`src/rtl/dbss_pkg.sv`:
```
// Package for the disk buffer sector sequencer: beat structs, slot constants,
// zone tables and register map. No dependencies.
package dbss_pkg;

   // Sector slot layout of one 90-slot block
   localparam logic [7:0] SLOTS_PER_BLOCK = 8'h5A;
   localparam logic [7:0] USER_SLOTS      = 8'h55;
   localparam logic [7:0] LAST_C2_SLOT    = 8'h58;
   localparam logic [7:0] WRITE_STOP_SLOT = 8'h56;

   // Copy-protection flags fire on head 0, track 6
   localparam logic [12:0] C1_TRACK = 13'd6;

   // Action codes
   localparam logic ACT_START = 1'b0;
   localparam logic ACT_TICK  = 1'b1;

   // Transfer kinds
   localparam logic [1:0] KIND_NONE  = 2'd0;
   localparam logic [1:0] KIND_READ  = 2'd1;
   localparam logic [1:0] KIND_WRITE = 2'd2;

   // Widths
   localparam int OFS_W      = 27;
   localparam int CSR_ADDR_W = 3;
   localparam int CSR_DATA_W = 32;

   // Register map (word index = paddr[2])
   localparam logic REG_SECTOR_BYTES = 1'b0;

   typedef struct packed {
      logic        action;
      logic        read_mode;
      logic        block_transfer;
      logic [12:0] track;
      logic [7:0]  sector;
   } req_type;

   typedef struct packed {
      logic             irq_raised;
      logic             user_request;
      logic             c2_request;
      logic             c1_single;
      logic             c1_double;
      logic [1:0]       transfer_kind;
      logic [OFS_W-1:0] disk_offset;
      logic             busy_res;
      logic [7:0]       next_sector;
   } rsp_type;

   // Job handed to the offset unit
   typedef struct packed {
      logic [7:0]  sector;
      logic [12:0] track_head;
      logic [7:0]  bytes_m1;
   } ofs_req_type;

   // First track of each zone
   function automatic logic [11:0] zone_bound(input logic [2:0] zone);
      logic [11:0] b;
      unique case (zone)
         3'd0:    b = 12'h000;
         3'd1:    b = 12'h09E;
         3'd2:    b = 12'h13C;
         3'd3:    b = 12'h1D1;
         3'd4:    b = 12'h266;
         3'd5:    b = 12'h2FB;
         3'd6:    b = 12'h390;
         default: b = 12'h425;
      endcase
      return b;
   endfunction

   // Byte offset of each zone's first track, indexed {head, zone}
   function automatic logic [OFS_W-1:0] zone_start(input logic [3:0] idx);
      logic [OFS_W-1:0] s;
      unique case (idx)
         4'd0:    s = 27'h0000000;
         4'd1:    s = 27'h05F15E0;
         4'd2:    s = 27'h0B79D00;
         4'd3:    s = 27'h10801A0;
         4'd4:    s = 27'h1523720;
         4'd5:    s = 27'h1963D80;
         4'd6:    s = 27'h1D414C0;
         4'd7:    s = 27'h20BBCE0;
         4'd8:    s = 27'h23196E0;
         4'd9:    s = 27'h28A1E00;
         4'd10:   s = 27'h2DF5DC0;
         4'd11:   s = 27'h3299340;
         4'd12:   s = 27'h36D99A0;
         4'd13:   s = 27'h3AB70E0;
         4'd14:   s = 27'h3E31900;
         default: s = 27'h4149200;
      endcase
      return s;
   endfunction

endpackage

```
`src/rtl/dbss_offset_unit.sv`:
```
// Zoned byte offset unit: zone lookup, then a shift-add multiply and final
// zone-start add through one shared 27-bit adder. Depends on dbss_pkg.
module dbss_offset_unit (
   input  logic                      clock,
   input  logic                      reset,
   input  logic                      start,
   input  dbss_pkg::ofs_req_type     ofs_req,
   output logic                      done,
   output logic [dbss_pkg::OFS_W-1:0] offset
);
   import dbss_pkg::*;

   localparam int         MUL_STEPS = 9;
   localparam logic [3:0] MUL_LAST  = 4'(MUL_STEPS - 1);

   typedef enum logic [2:0] {
      ST_IDLE, ST_ZONE, ST_SCALE, ST_MUL, ST_ADD
   } state_type;

   state_type        state_ff, state_in;
   logic             done_ff, done_in;
   logic             blk_ff;
   logic [6:0]       slot_ff;
   logic [11:0]      trk_ff;
   logic             head_ff;
   logic [8:0]       mult_ff, mult_in;
   logic [3:0]       cnt_ff, cnt_in;
   logic [2:0]       zone_ff;
   logic [11:0]      dt_ff;
   logic [OFS_W-1:0] mcand_ff, mcand_in;
   logic [OFS_W-1:0] acc_ff, acc_in;

   logic [7:0]       start_slot;
   logic [2:0]       zone_cnt;
   logic [OFS_W-1:0] addend;
   logic [OFS_W-1:0] sum;
   logic [OFS_W-1:0] scaled;

   // Slot within block for the incoming sector
   assign start_slot = (ofs_req.sector >= SLOTS_PER_BLOCK) ?
                       ofs_req.sector - SLOTS_PER_BLOCK : ofs_req.sector;

   // Zone = number of zone bounds above zone 0 that are at or below the track
   always_comb begin
      zone_cnt = '0;
      for (int k = 1; k < 8; k++) begin
         if (trk_ff >= zone_bound(3'(k))) begin
            zone_cnt = zone_cnt + 3'd1;
         end
      end
   end

   // 170*dt + 85*blk + slot
   assign scaled = (OFS_W'(dt_ff) << 7) + (OFS_W'(dt_ff) << 5) + (OFS_W'(dt_ff) << 3)
                 + (OFS_W'(dt_ff) << 1) + (blk_ff ? OFS_W'(USER_SLOTS) : '0)
                 + OFS_W'(slot_ff);

   // Shared adder
   assign addend = (state_ff == ST_ADD) ? zone_start({head_ff, zone_ff}) :
                   (mult_ff[0] ? mcand_ff : '0);
   assign sum    = acc_ff + addend;

   // Sequencer
   always_comb begin
      state_in = state_ff;
      done_in  = 1'b0;
      mult_in  = mult_ff;
      cnt_in   = cnt_ff;
      mcand_in = mcand_ff;
      acc_in   = acc_ff;
      unique case (state_ff)
         ST_IDLE: begin
            if (start) begin
               state_in = ST_ZONE;
               mult_in  = 9'(ofs_req.bytes_m1) + 9'd1;
            end
         end
         ST_ZONE: begin
            state_in = ST_SCALE;
         end
         ST_SCALE: begin
            state_in = ST_MUL;
            mcand_in = scaled;
            acc_in   = '0;
            cnt_in   = '0;
         end
         ST_MUL: begin
            acc_in   = sum;
            mcand_in = mcand_ff << 1;
            mult_in  = mult_ff >> 1;
            cnt_in   = cnt_ff + 4'd1;
            if (cnt_ff == MUL_LAST) begin
               state_in = ST_ADD;
            end
         end
         ST_ADD: begin
            acc_in   = sum;
            done_in  = 1'b1;
            state_in = ST_IDLE;
         end
         default: begin
            state_in = ST_IDLE;
         end
      endcase
   end

   always_ff @(posedge clock) begin
      if (reset) begin
         state_ff <= ST_IDLE;
         done_ff  <= 1'b0;
      end else begin
         state_ff <= state_in;
         done_ff  <= done_in;
      end
   end

   // Datapath registers
   always_ff @(posedge clock) begin
      mult_ff  <= mult_in;
      cnt_ff   <= cnt_in;
      mcand_ff <= mcand_in;
      acc_ff   <= acc_in;
      if (state_ff == ST_IDLE && start) begin
         blk_ff  <= ofs_req.sector >= SLOTS_PER_BLOCK;
         slot_ff <= start_slot[6:0];
         trk_ff  <= ofs_req.track_head[11:0];
         head_ff <= ofs_req.track_head[12];
      end
      if (state_ff == ST_ZONE) begin
         zone_ff <= zone_cnt;
         dt_ff   <= trk_ff - zone_bound(zone_cnt);
      end
   end

   assign done   = done_ff;
   assign offset = acc_ff;

endmodule

```
`src/rtl/disk_buffer_sector_sequencer.sv`:
```
// Disk buffer sector sequencer: item handshake, sequencing state, register
// port and result register. Depends on dbss_pkg and dbss_offset_unit.
//
// For a start item or a tick that moves no sector, the result goes from the
// step decision through the emit state into the result register. For a tick
// that moves a sector, the offset unit runs first (start, zone lookup, scale,
// 9 shift-add steps over the sector size, zone-start add) on one shared
// adder, and its offset is handed over before the result register loads.
// A stalled result beat holds the next result in the emit state. One item
// is in work at a time; req_ready is high while the sequencer is idle, also
// while a result waits.
module disk_buffer_sector_sequencer (
   input  logic                                clock,
   input  logic                                reset,
   input  logic                                req_valid,
   output logic                                req_ready,
   input  dbss_pkg::req_type                   req_payload,
   output logic                                rsp_valid,
   input  logic                                rsp_ready,
   output dbss_pkg::rsp_type                   rsp_payload,
   input  logic                                csr_psel,
   input  logic                                csr_penable,
   input  logic                                csr_pwrite,
   input  logic [dbss_pkg::CSR_ADDR_W-1:0]     csr_paddr,
   input  logic [dbss_pkg::CSR_DATA_W-1:0]     csr_pwdata,
   output logic [dbss_pkg::CSR_DATA_W-1:0]     csr_prdata,
   output logic                                csr_pready
);
   import dbss_pkg::*;

   typedef enum logic [1:0] {ST_IDLE, ST_CALC, ST_EMIT} state_type;

   state_type   state_ff, state_in;
   logic        running_ff, running_in;
   logic        mode_ff, mode_in;
   logic        wrap_ff, wrap_in;
   logic [7:0]  sector_ff, sector_in;
   logic [12:0] track_ff, track_in;
   logic [7:0]  sbm1_ff;
   rsp_type     res_ff, res_in;
   rsp_type     rsp_ff;
   logic        rsp_valid_ff, rsp_valid_in;

   logic        accept;
   logic        load_rsp;
   logic        cur_blk;
   logic [7:0]  cur_slot;
   logic [7:0]  wrap_target;
   logic [7:0]  sec_work;
   logic        need_ofs;
   logic [7:0]  ofs_sec;
   ofs_req_type ofs_req;
   logic        ofs_done;
   logic [OFS_W-1:0] ofs_value;
   logic        csr_write;

   assign accept    = req_valid && req_ready;
   assign req_ready = (state_ff == ST_IDLE);
   assign load_rsp  = (state_ff == ST_EMIT) && (!rsp_valid_ff || rsp_ready);

   // Position of the current sector
   assign cur_blk     = sector_ff >= SLOTS_PER_BLOCK;
   assign cur_slot    = cur_blk ? sector_ff - SLOTS_PER_BLOCK : sector_ff;
   assign wrap_target = cur_blk ? 8'd0 : SLOTS_PER_BLOCK;

   // Step decision for the accepted beat
   always_comb begin
      running_in = running_ff;
      mode_in    = mode_ff;
      wrap_in    = wrap_ff;
      sector_in  = sector_ff;
      track_in   = track_ff;
      res_in     = res_ff;
      need_ofs   = 1'b0;
      ofs_sec    = sector_ff;
      sec_work   = sector_ff;
      if (accept) begin
         res_in = '0;
         if (req_payload.action == ACT_START) begin
            running_in = 1'b1;
            mode_in    = req_payload.read_mode;
            wrap_in    = req_payload.block_transfer;
            track_in   = req_payload.track;
            sector_in  = req_payload.sector;
         end else if (running_ff) begin
            res_in.irq_raised = 1'b1;
            if (mode_ff) begin
               res_in.c1_single = (track_ff == C1_TRACK);
               res_in.c1_double = (track_ff == C1_TRACK);
               if (cur_slot < USER_SLOTS) begin
                  need_ofs                = 1'b1;
                  res_in.transfer_kind    = KIND_READ;
                  res_in.user_request     = 1'b1;
                  sec_work                = sector_ff + 8'd1;
               end else if (cur_slot < LAST_C2_SLOT) begin
                  sec_work = sector_ff + 8'd1;
               end else if (cur_slot == LAST_C2_SLOT) begin
                  res_in.c2_request = 1'b1;
                  if (wrap_ff) begin
                     wrap_in  = 1'b0;
                     sec_work = wrap_target;
                  end else begin
                     running_in = 1'b0;
                  end
               end
            end else begin
               if (cur_slot <= USER_SLOTS) begin
                  // slot 0 of a write only raises the request
                  if (cur_slot != 8'd0) begin
                     need_ofs             = 1'b1;
                     ofs_sec              = sector_ff - 8'd1;
                     res_in.transfer_kind = KIND_WRITE;
                  end
                  res_in.user_request = 1'b1;
               end
               if (cur_slot >= USER_SLOTS) begin
                  if (wrap_ff) begin
                     wrap_in  = 1'b0;
                     sec_work = wrap_target;
                  end else if (cur_slot >= WRITE_STOP_SLOT) begin
                     running_in = 1'b0;
                  end
               end
               sec_work = sec_work + 8'd1;
            end
            sector_in = sec_work;
         end
         res_in.busy_res    = running_in;
         res_in.next_sector = sector_in;
      end else if (state_ff == ST_CALC && ofs_done) begin
         res_in.disk_offset = ofs_value;
      end
   end

   // Sequencer state
   always_comb begin
      state_in = state_ff;
      unique case (state_ff)
         ST_IDLE: begin
            if (accept) begin
               state_in = need_ofs ? ST_CALC : ST_EMIT;
            end
         end
         ST_CALC: begin
            if (ofs_done) begin
               state_in = ST_EMIT;
            end
         end
         ST_EMIT: begin
            if (load_rsp) begin
               state_in = ST_IDLE;
            end
         end
         default: begin
            state_in = ST_IDLE;
         end
      endcase
   end

   // Result register valid
   always_comb begin
      rsp_valid_in = rsp_valid_ff;
      if (load_rsp) begin
         rsp_valid_in = 1'b1;
      end else if (rsp_ready) begin
         rsp_valid_in = 1'b0;
      end
   end

   assign csr_write = csr_psel && csr_penable && csr_pwrite && csr_pready;

   always_ff @(posedge clock) begin
      if (reset) begin
         state_ff     <= ST_IDLE;
         running_ff   <= 1'b0;
         mode_ff      <= 1'b0;
         wrap_ff      <= 1'b0;
         sector_ff    <= '0;
         track_ff     <= '0;
         sbm1_ff      <= '0;
         rsp_valid_ff <= 1'b0;
      end else begin
         state_ff     <= state_in;
         running_ff   <= running_in;
         mode_ff      <= mode_in;
         wrap_ff      <= wrap_in;
         sector_ff    <= sector_in;
         track_ff     <= track_in;
         rsp_valid_ff <= rsp_valid_in;
         if (csr_write && csr_paddr[2] == REG_SECTOR_BYTES) begin
            sbm1_ff <= csr_pwdata[7:0];
         end
      end
   end

   // Payload registers
   always_ff @(posedge clock) begin
      res_ff <= res_in;
      if (load_rsp) begin
         rsp_ff <= res_ff;
      end
   end

   // Offset unit
   assign ofs_req.sector     = ofs_sec;
   assign ofs_req.track_head = track_ff;
   assign ofs_req.bytes_m1   = sbm1_ff;

   dbss_offset_unit u_offset (
      .clock   (clock),
      .reset   (reset),
      .start   (accept && need_ofs),
      .ofs_req (ofs_req),
      .done    (ofs_done),
      .offset  (ofs_value)
   );

   assign rsp_valid   = rsp_valid_ff;
   assign rsp_payload = rsp_ff;
   assign csr_pready  = 1'b1;
   assign csr_prdata  = (csr_paddr[2] == REG_SECTOR_BYTES) ?
                        {{(CSR_DATA_W-8){1'b0}}, sbm1_ff} : '0;

endmodule

```
`config.mk`:
```
export PLATFORM = sky130hd
export DESIGN_NAME = disk_buffer_sector_sequencer
export DESIGN_NICKNAME = d
export VERILOG_FILES = /design/src/rtl/dbss_pkg.sv /design/src/rtl/dbss_offset_unit.sv /design/src/rtl/disk_buffer_sector_sequencer.sv
export SDC_FILE = /design/constraint.sdc
export NUM_CORES = 1
export LEC_CHECK = 0
export BUFFER_PORTS_ARGS = -buffer_cell sky130_fd_sc_hd__buf_2
export CAP_MARGIN = 5
export CELL_PAD_IN_SITES_DETAIL_PLACEMENT = 0
export CELL_PAD_IN_SITES_GLOBAL_PLACEMENT = 1
export CORE_ASPECT_RATIO = 1.25
export CORE_MARGIN = 2
export CORE_UTILIZATION = 35
export CTS_BUF_LIST = sky130_fd_sc_hd__clkbuf_4 sky130_fd_sc_hd__clkbuf_8
export DETAILED_ROUTE_END_ITERATION = 16
export PLACE_DENSITY = 0.71
export SLEW_MARGIN = 20
export SYNTH_ARGS = -nofsm -noshare
export SYNTH_HDL_FRONTEND = slang
export SYNTH_SLANG_ARGS = --single-unit
```
`constraint.sdc`:
```
create_clock -name clock -period 6.56 [get_ports clock]
set_clock_uncertainty 0.05 [all_clocks]
set_input_delay 0.656 -clock clock [delete_from_list [all_inputs] [get_ports clock]]
set_output_delay 0.656 -clock clock [all_outputs]
set_load 0.01 [all_outputs]
```
==> Yosys cells after proc, flatten, opt, wreduce, memory -nomap -nowiden <==
Memories as Yosys holds them, arrays and structs flattened.
Cells that the tools add are included.
{ "op_classes": {"n_mux": 85, "reduce_logical": 27, "addsub": 20, "n_mul": 0, "magnitude_cmp": 14, "n_div": 0, "n_eq_ne": 25, "bitwise": 4, "shifts": 0} }
{ "ops": {"columns": ["op", "n"], "rows": [
  ["$mux 8", 20],
  ["$pmux 27 s2", 2],
  ["$pmux 11 s7", 1],
  ["$add 27x27->27", 2],
  ["$mux 27", 2],
  ["$ge 12x10->1 const B", 3],
  ["$mux 1", 34],
  ["$ge 8x7->1 const B", 4],
  ["$mux 7", 4],
  ["$add 27x13->27", 1],
  ["$add 27x15->27", 1],
  ["$add 27x7->27", 1],
  ["$mux 3", 9],
  ["$ge 12x9->1 const B", 2],
  ["$add 19x17->20", 1],
  ["$pmux 9 s2", 1],
  ["$add 8x1->8 const B", 2],
  ["$lt 8x7->1 const B", 2],
  ["$add 3x1->3 const B", 5],
  ["$mux 2", 7],
  ["$eq 13x3->1 const B", 1],
  ["$eq 3x2->1 const B", 4],
  ["$eq 3x3->1 const B", 4],
  ["$ge 12x11->1 const B", 1],
  ["37 further kinds", 61]
]} }
{ "totals": {"elab_cells": 212, "reg_bits": 226, "ramBits": 0, "out_inout_bits": 78, "rom_bits": 352, "in_bits": 66, "latch_bits": 0, "n_memories": 1} }
{ "memory_table": {"columns": ["memory", "words", "width", "rd", "rd_ports_with_merged_regs", "wr", "line_no", "text"], "rows": [
  ["(no name shown)", 16, 22, 1, 0, 0, "dbss_pkg.sv:77", "unique case (idx)"]
]} }

==> Logic depth before layout (Yosys ltp) <==
{ "depth": {"ltp_word": 18, "mapped_depth": 34, "depth_no_buf": 34} }

==> Cells and area by module <==
From an unflattened synthesis, not the netlist that was laid out.
{ "unflattened": {"hier_cells": 1545, "hier_area_um2": 14701.6} }
{ "modules_own_cells": {"columns": ["module", "cells_per_inst", "area_each_um2", "instances", "seq_area_each_um2"], "rows": [
  ["dbss_offset_unit", 939, 8944.8, 1, 3173.0],
  ["disk_buffer_sector_sequencer", 606, 5756.8, 1, 2952.8]
]} }

==> Least setup slack after synthesis <==
OpenSTA, ideal clock, no wires.
{ "synth_timing": {"path_kind": "register to register", "start": "register u_offset.trk_ff[1]", "end": "register u_offset.dt_ff[10], data pin", "path_stages_with_launch": 30, "arrival_ns": 5.629, "n_path_buf": 0, "t_required_ns": 6.252, "setup_slack_ns": 0.623, "period_less_slack_ns": 5.937, "setup_ns": 0.258, "path_cell_list": "edfxtp_1 or4_1 a21oi_1 o21ai_1 xor2_1 ha_1 mux2_2 ha_1 mux2i_1 inv_1 ha_1 nand2_1 o21ai_0 ha_1 nand2b_1 xnor2_1 xnor2_1 a21oi_1 ha_1 fa_1 nor2b_1 o21ai_0 a21boi_0 o21ai_0 a21boi_0 o21a_1 o21ai_0 nand2b_1 a21oi_1 xnor2_1"} }
{ "synth_via": {"elab_chain_cells": 18, "elab_cells_between_ends": 30, "cone_classes": "add/sub (7); order compare (7); eq/ne (6); mux (9); reduce/logical (1)"} }
{ "synth_lines": {"columns": ["item", "line_no", "text"], "rows": [
  ["start: declaration", "dbss_offset_unit.sv:24", "logic [11:0] trk_ff;"],
  ["start signal: assignment", "dbss_offset_unit.sv:126", "trk_ff <= ofs_req.track_head[11:0];"],
  ["$ge 12x8->1", "dbss_offset_unit.sv:47", "if (trk_ff >= zone_bound(3'(k))) begin"],
  ["$mux 1", "dbss_offset_unit.sv:47", null],
  ["$add 1x1->2", "dbss_offset_unit.sv:48", "zone_cnt = zone_cnt + 3'd1;"],
  ["$mux 3", "dbss_offset_unit.sv:47", null],
  ["$add 3x1->3", "dbss_offset_unit.sv:48", null],
  ["$mux 3", "dbss_offset_unit.sv:47", null],
  ["$add 3x1->3", "dbss_offset_unit.sv:48", null],
  ["$mux 3", "dbss_offset_unit.sv:47", null],
  ["(+2 left out)", null, null],
  ["$add 3x1->3", "dbss_offset_unit.sv:48", null],
  ["$mux 3", "dbss_offset_unit.sv:47", null],
  ["$add 3x1->3", "dbss_offset_unit.sv:48", null],
  ["$mux 3", "dbss_offset_unit.sv:47", null],
  ["$eq 3x3->1, or another cell as far along", "dbss_pkg.sv:61", "unique case (zone)"],
  ["$pmux 11 s7", "dbss_pkg.sv:61", null],
  ["$mux 12", "dbss_offset_unit.sv:129", "if (state_ff == ST_ZONE) begin"],
  ["$sub 12x12->12 *", "dbss_offset_unit.sv:131", "dt_ff <= trk_ff - zone_bound(zone_cnt);"],
  ["end signal: assignment", "dbss_offset_unit.sv:131", null],
  ["end: declaration", "dbss_offset_unit.sv:29", "logic [11:0] dt_ff;"]
]} }
Every way passes the cells marked *; elsewhere a longest branch is shown, timed or not. The select of a mux whose other input is x is not followed.
A chain may end at the register's enable or synchronous reset.

==> Worst setup path after layout <==
{ "layout_timing": {"start": "register u_offset.trk_ff[2]", "end": "register u_offset.dt_ff[10], data pin"} }
Same word-level chain as after synthesis.

==> flow_metrics.env <==
export IMPL_yosysSeqAreaShare=0.421
export IMPL_grt_usage=0.146
export IMPL_overflow=0
export IMPL_port_buffers=92
export IMPL_cts_sinks=226
export IMPL_worst_setup_path_end_kind="flop"
export IMPL_power_density_nw_per_um2=274
export IMPL_design_core_area_sq_um=41000
export IMPL_route_vias_total=11100
export IMPL_dieHeight_um=232
export IMPL_yosysWarnings=0
export IMPL_r2r_cells=33
export IMPL_finalSetupViolCount=0
export IMPL_r2r_start="u_offset.trk_ff[2]"
export IMPL_wl_per_cell_um=14.2
export IMPL_netlist_top_cells_area="edfxtp_1 33%, ha_1 10%, dfxtp_1 9.1%"
export IMPL_cts_clk_slew_worst_paths_ps=60
export IMPL_hold_viol=0
export IMPL_fin_crit_sh=0.934
export IMPL_grt_max_degree=40
export IMPL_gp_congestion=0.859
export IMPL_start_util=0.355
export IMPL_grt_pass1_wl_um=52600
export IMPL_fp_dieW_um=186
export IMPL_period_needed_ps=6130
export IMPL_drt_initial_drc_count=433
export IMPL_ys_ff_latch=226
export IMPL_hold_worst_slack_ps=298
export IMPL_slew_viol_final=0
export IMPL_maxCapViolations=0
export IMPL_critPathArrivalTime_ps=6360
export IMPL_yosysTopAreaCellShare=0.330
export IMPL_antenna_found_initial=1
export IMPL_hold_buffers=0
export IMPL_grt_pass1_vias=10900
export IMPL_synth_edf_count=160
export IMPL_synthesis_instances=1548
export IMPL_final_core_util=0.400
export IMPL_synthArstFlopShare=0
export IMPL_die_area_sq_um=43200
export IMPL_wl_um=31600
export IMPL_tritoncts="yes"
export IMPL_cts_root_buf="clkbuf_8"
export IMPL_critical_path_class="flop to flop"
export IMPL_crit_start="u_offset.trk_ff[2]"
export IMPL_crit_top_cell="ha_1"
export IMPL_vdd_ir_drop_worst_mv=0.111
export IMPL_status="completed"
export IMPL_synthFlopType="edfxtp_1"
export IMPL_dr_pass1_iters=5
export IMPL_fp_row_count=83
export IMPL_route_detailed_drc=0
export IMPL_yosys_area_top_type="edfxtp_1"
export IMPL_synth_cell_types=89
export IMPL_worstPathRequired_ps=6790
export IMPL_leakage_nw=6.58
export IMPL_netlist_area_sq_um=14500
export IMPL_areaGrowthSynthToFinish_pct=12.9
export IMPL_maxSlewHeadroom=0.284
export IMPL_hold_path_endpoint="sbm1_ff[7]"
export IMPL_cts_max_level=2
export IMPL_final_common_cell="nand2_1"
export IMPL_worstHoldPathCells=3
export IMPL_worstHoldStart="csr_pwdata[7]"
export IMPL_worstReg2RegEnd="u_offset.dt_ff[10]"
export IMPL_insertion_delay_ps=550
export IMPL_dp_hpwl_um=23900
export IMPL_syn_area_per_cell_sq_um=9.39
export IMPL_worstMarginPinSlew_ps=1070
export IMPL_avgViaCountPerCell=4.97
export IMPL_r2r_slack_ps=430
export IMPL_holdCritPathClass="input port to flop"
export IMPL_max_freq_mhz=163
export IMPL_cts_buffer_depth=3
export IMPL_cts_made_buffers=41
export IMPL_mostFrequentLayoutCells="210 x nand2_1, 160 x edfxtp_1, 127 x nor2_1, 121 x a21oi_1, 117 x ha_1"
export IMPL_fill_cells=4112
export IMPL_power_total_mw=4.50
export IMPL_cp_slowest_stage_delay_ps=420
export IMPL_fin_nets=1843
export IMPL_cp_start_kind="flop"
export IMPL_ant_nets=0
export IMPL_slowest_stage="edfxtp_1"
export IMPL_layout_drive_gt1_share=0.137
export IMPL_crit_fanout=5
export IMPL_ioPinCount=144
-- synth_stat cells (24+ instances only) --
library cell / count
nor2_1: 129
buf_4: 28
edfxtp_1: 160
nand3_1: 48
inv_1: 74
nor3_1: 29
ha_1: 117
xnor2_1: 53
nor2b_1: 24
dfxtp_1: 66
nand2_1: 211
xor2_1: 29
clkbuf_1: 47
o21ai_0: 87
a21oi_1: 122
-- power breakdown --
| group | leakage, nW | internal [mW] | switching [mW] |
|---|---|---|---|
| combinational | 4.11 | 0.621 | 0.778 |
| clock | 0.444 | 0.755 | 0.578 |
| sequential | 2.03 | 1.68 | 0.0812 |
-- routing by layer --
metal / wire length [um] / vias to the layer above / GRT usage
met2: 16200 / 186 / 0.268
li1: - / 5662 / -
met4: 860 / 0 / 0.0553
met3: 1030 / 55 / 0.0209
met1: 13500 / 5173 / 0.172
met5: 0 / - / 0
-- cell type report --
cell class                      count  area, sq um  area share
Inverter                           77          289      0.0176
Clock buffer                       53          667      0.0406
Antenna cell                        1         2.50    0.000152
Multi-Input combinational cell   1179         7830       0.477
Clock inverter                     23          178      0.0108
Timing Repair Buffer              116          641      0.0390
Tap cell                          552          691      0.0421
Sequential cell                   226         6130       0.373
-- worst max-delay path, delay by kind of cell (launching register included) --
family | cells | cell delay [ps]
muxes | 2 | 500
and+or+nand+nor | 7 | 600
AOI/OAI and AO/OA | 10 | 1300
adders and majority gates | 7 | 2070
DFF | 1 | 420
buffers and inverters | 3 | 260
xor gates and xnor gates | 4 | 660
-- how the worst max path moves through the flow --
stage | endpoint | slack [ps]
5_1_grt | u_offset.dt_ff[11] | -20
6_report | u_offset.dt_ff[10] | 430
2_1_floorplan | u_offset.dt_ff[10] | 620
4_1_cts | u_offset.dt_ff[10] | 10
3_5_place_dp | u_offset.dt_ff[10] | 30
3_3_place_gp | u_offset.dt_ff[10] | 170
-- what timing repair did --
action                                  CTS  global route
gates resized for setup                   0            11
endpoints found under the setup margin    0             6
endpoints found under the hold margin     0             0
buffers inserted                          0            13
-- through the flow --
stage	setup slack (ps)	instance area [sq um]	setup TNS, ps	instances
2_1_floorplan	623	14600	0	1571
3_3_place_gp	165	15400	0	2137
3_5_place_dp	30.7	15400	0	2137
4_1_cts	10.2	16300	0	2213
5_1_grt	-22.7	16400	-34.6	2227
6_report	433	16400	0	2227
-- flip-flops by register name, summed over array words and instances, names as in the netlist, 9 cells and up --
name,count
u_offset.trk_ff,12
u_offset.mcand_ff,27
track_ff,13
rsp_payload,42
res_ff,42
u_offset.mult_ff,9
u_offset.dt_ff,12
u_offset.offset,27
-- cells by family (layout without fill, tap and decap cells) --
kind of cell               count (synthesis)  count (layout)  synth area share
and+or+nand+nor                          552             552             0.177
adders and majority gates                136             136             0.127
other                                      2              26          0.000516
xor gates and xnor gates                  83              83            0.0505
DFF                                      226             226             0.421
AOI/OAI and AO/OA                        367             367             0.162
muxes                                     16              16            0.0113
buffers and inverters                    166             269            0.0510
Power figures use the tool's default switching activity.
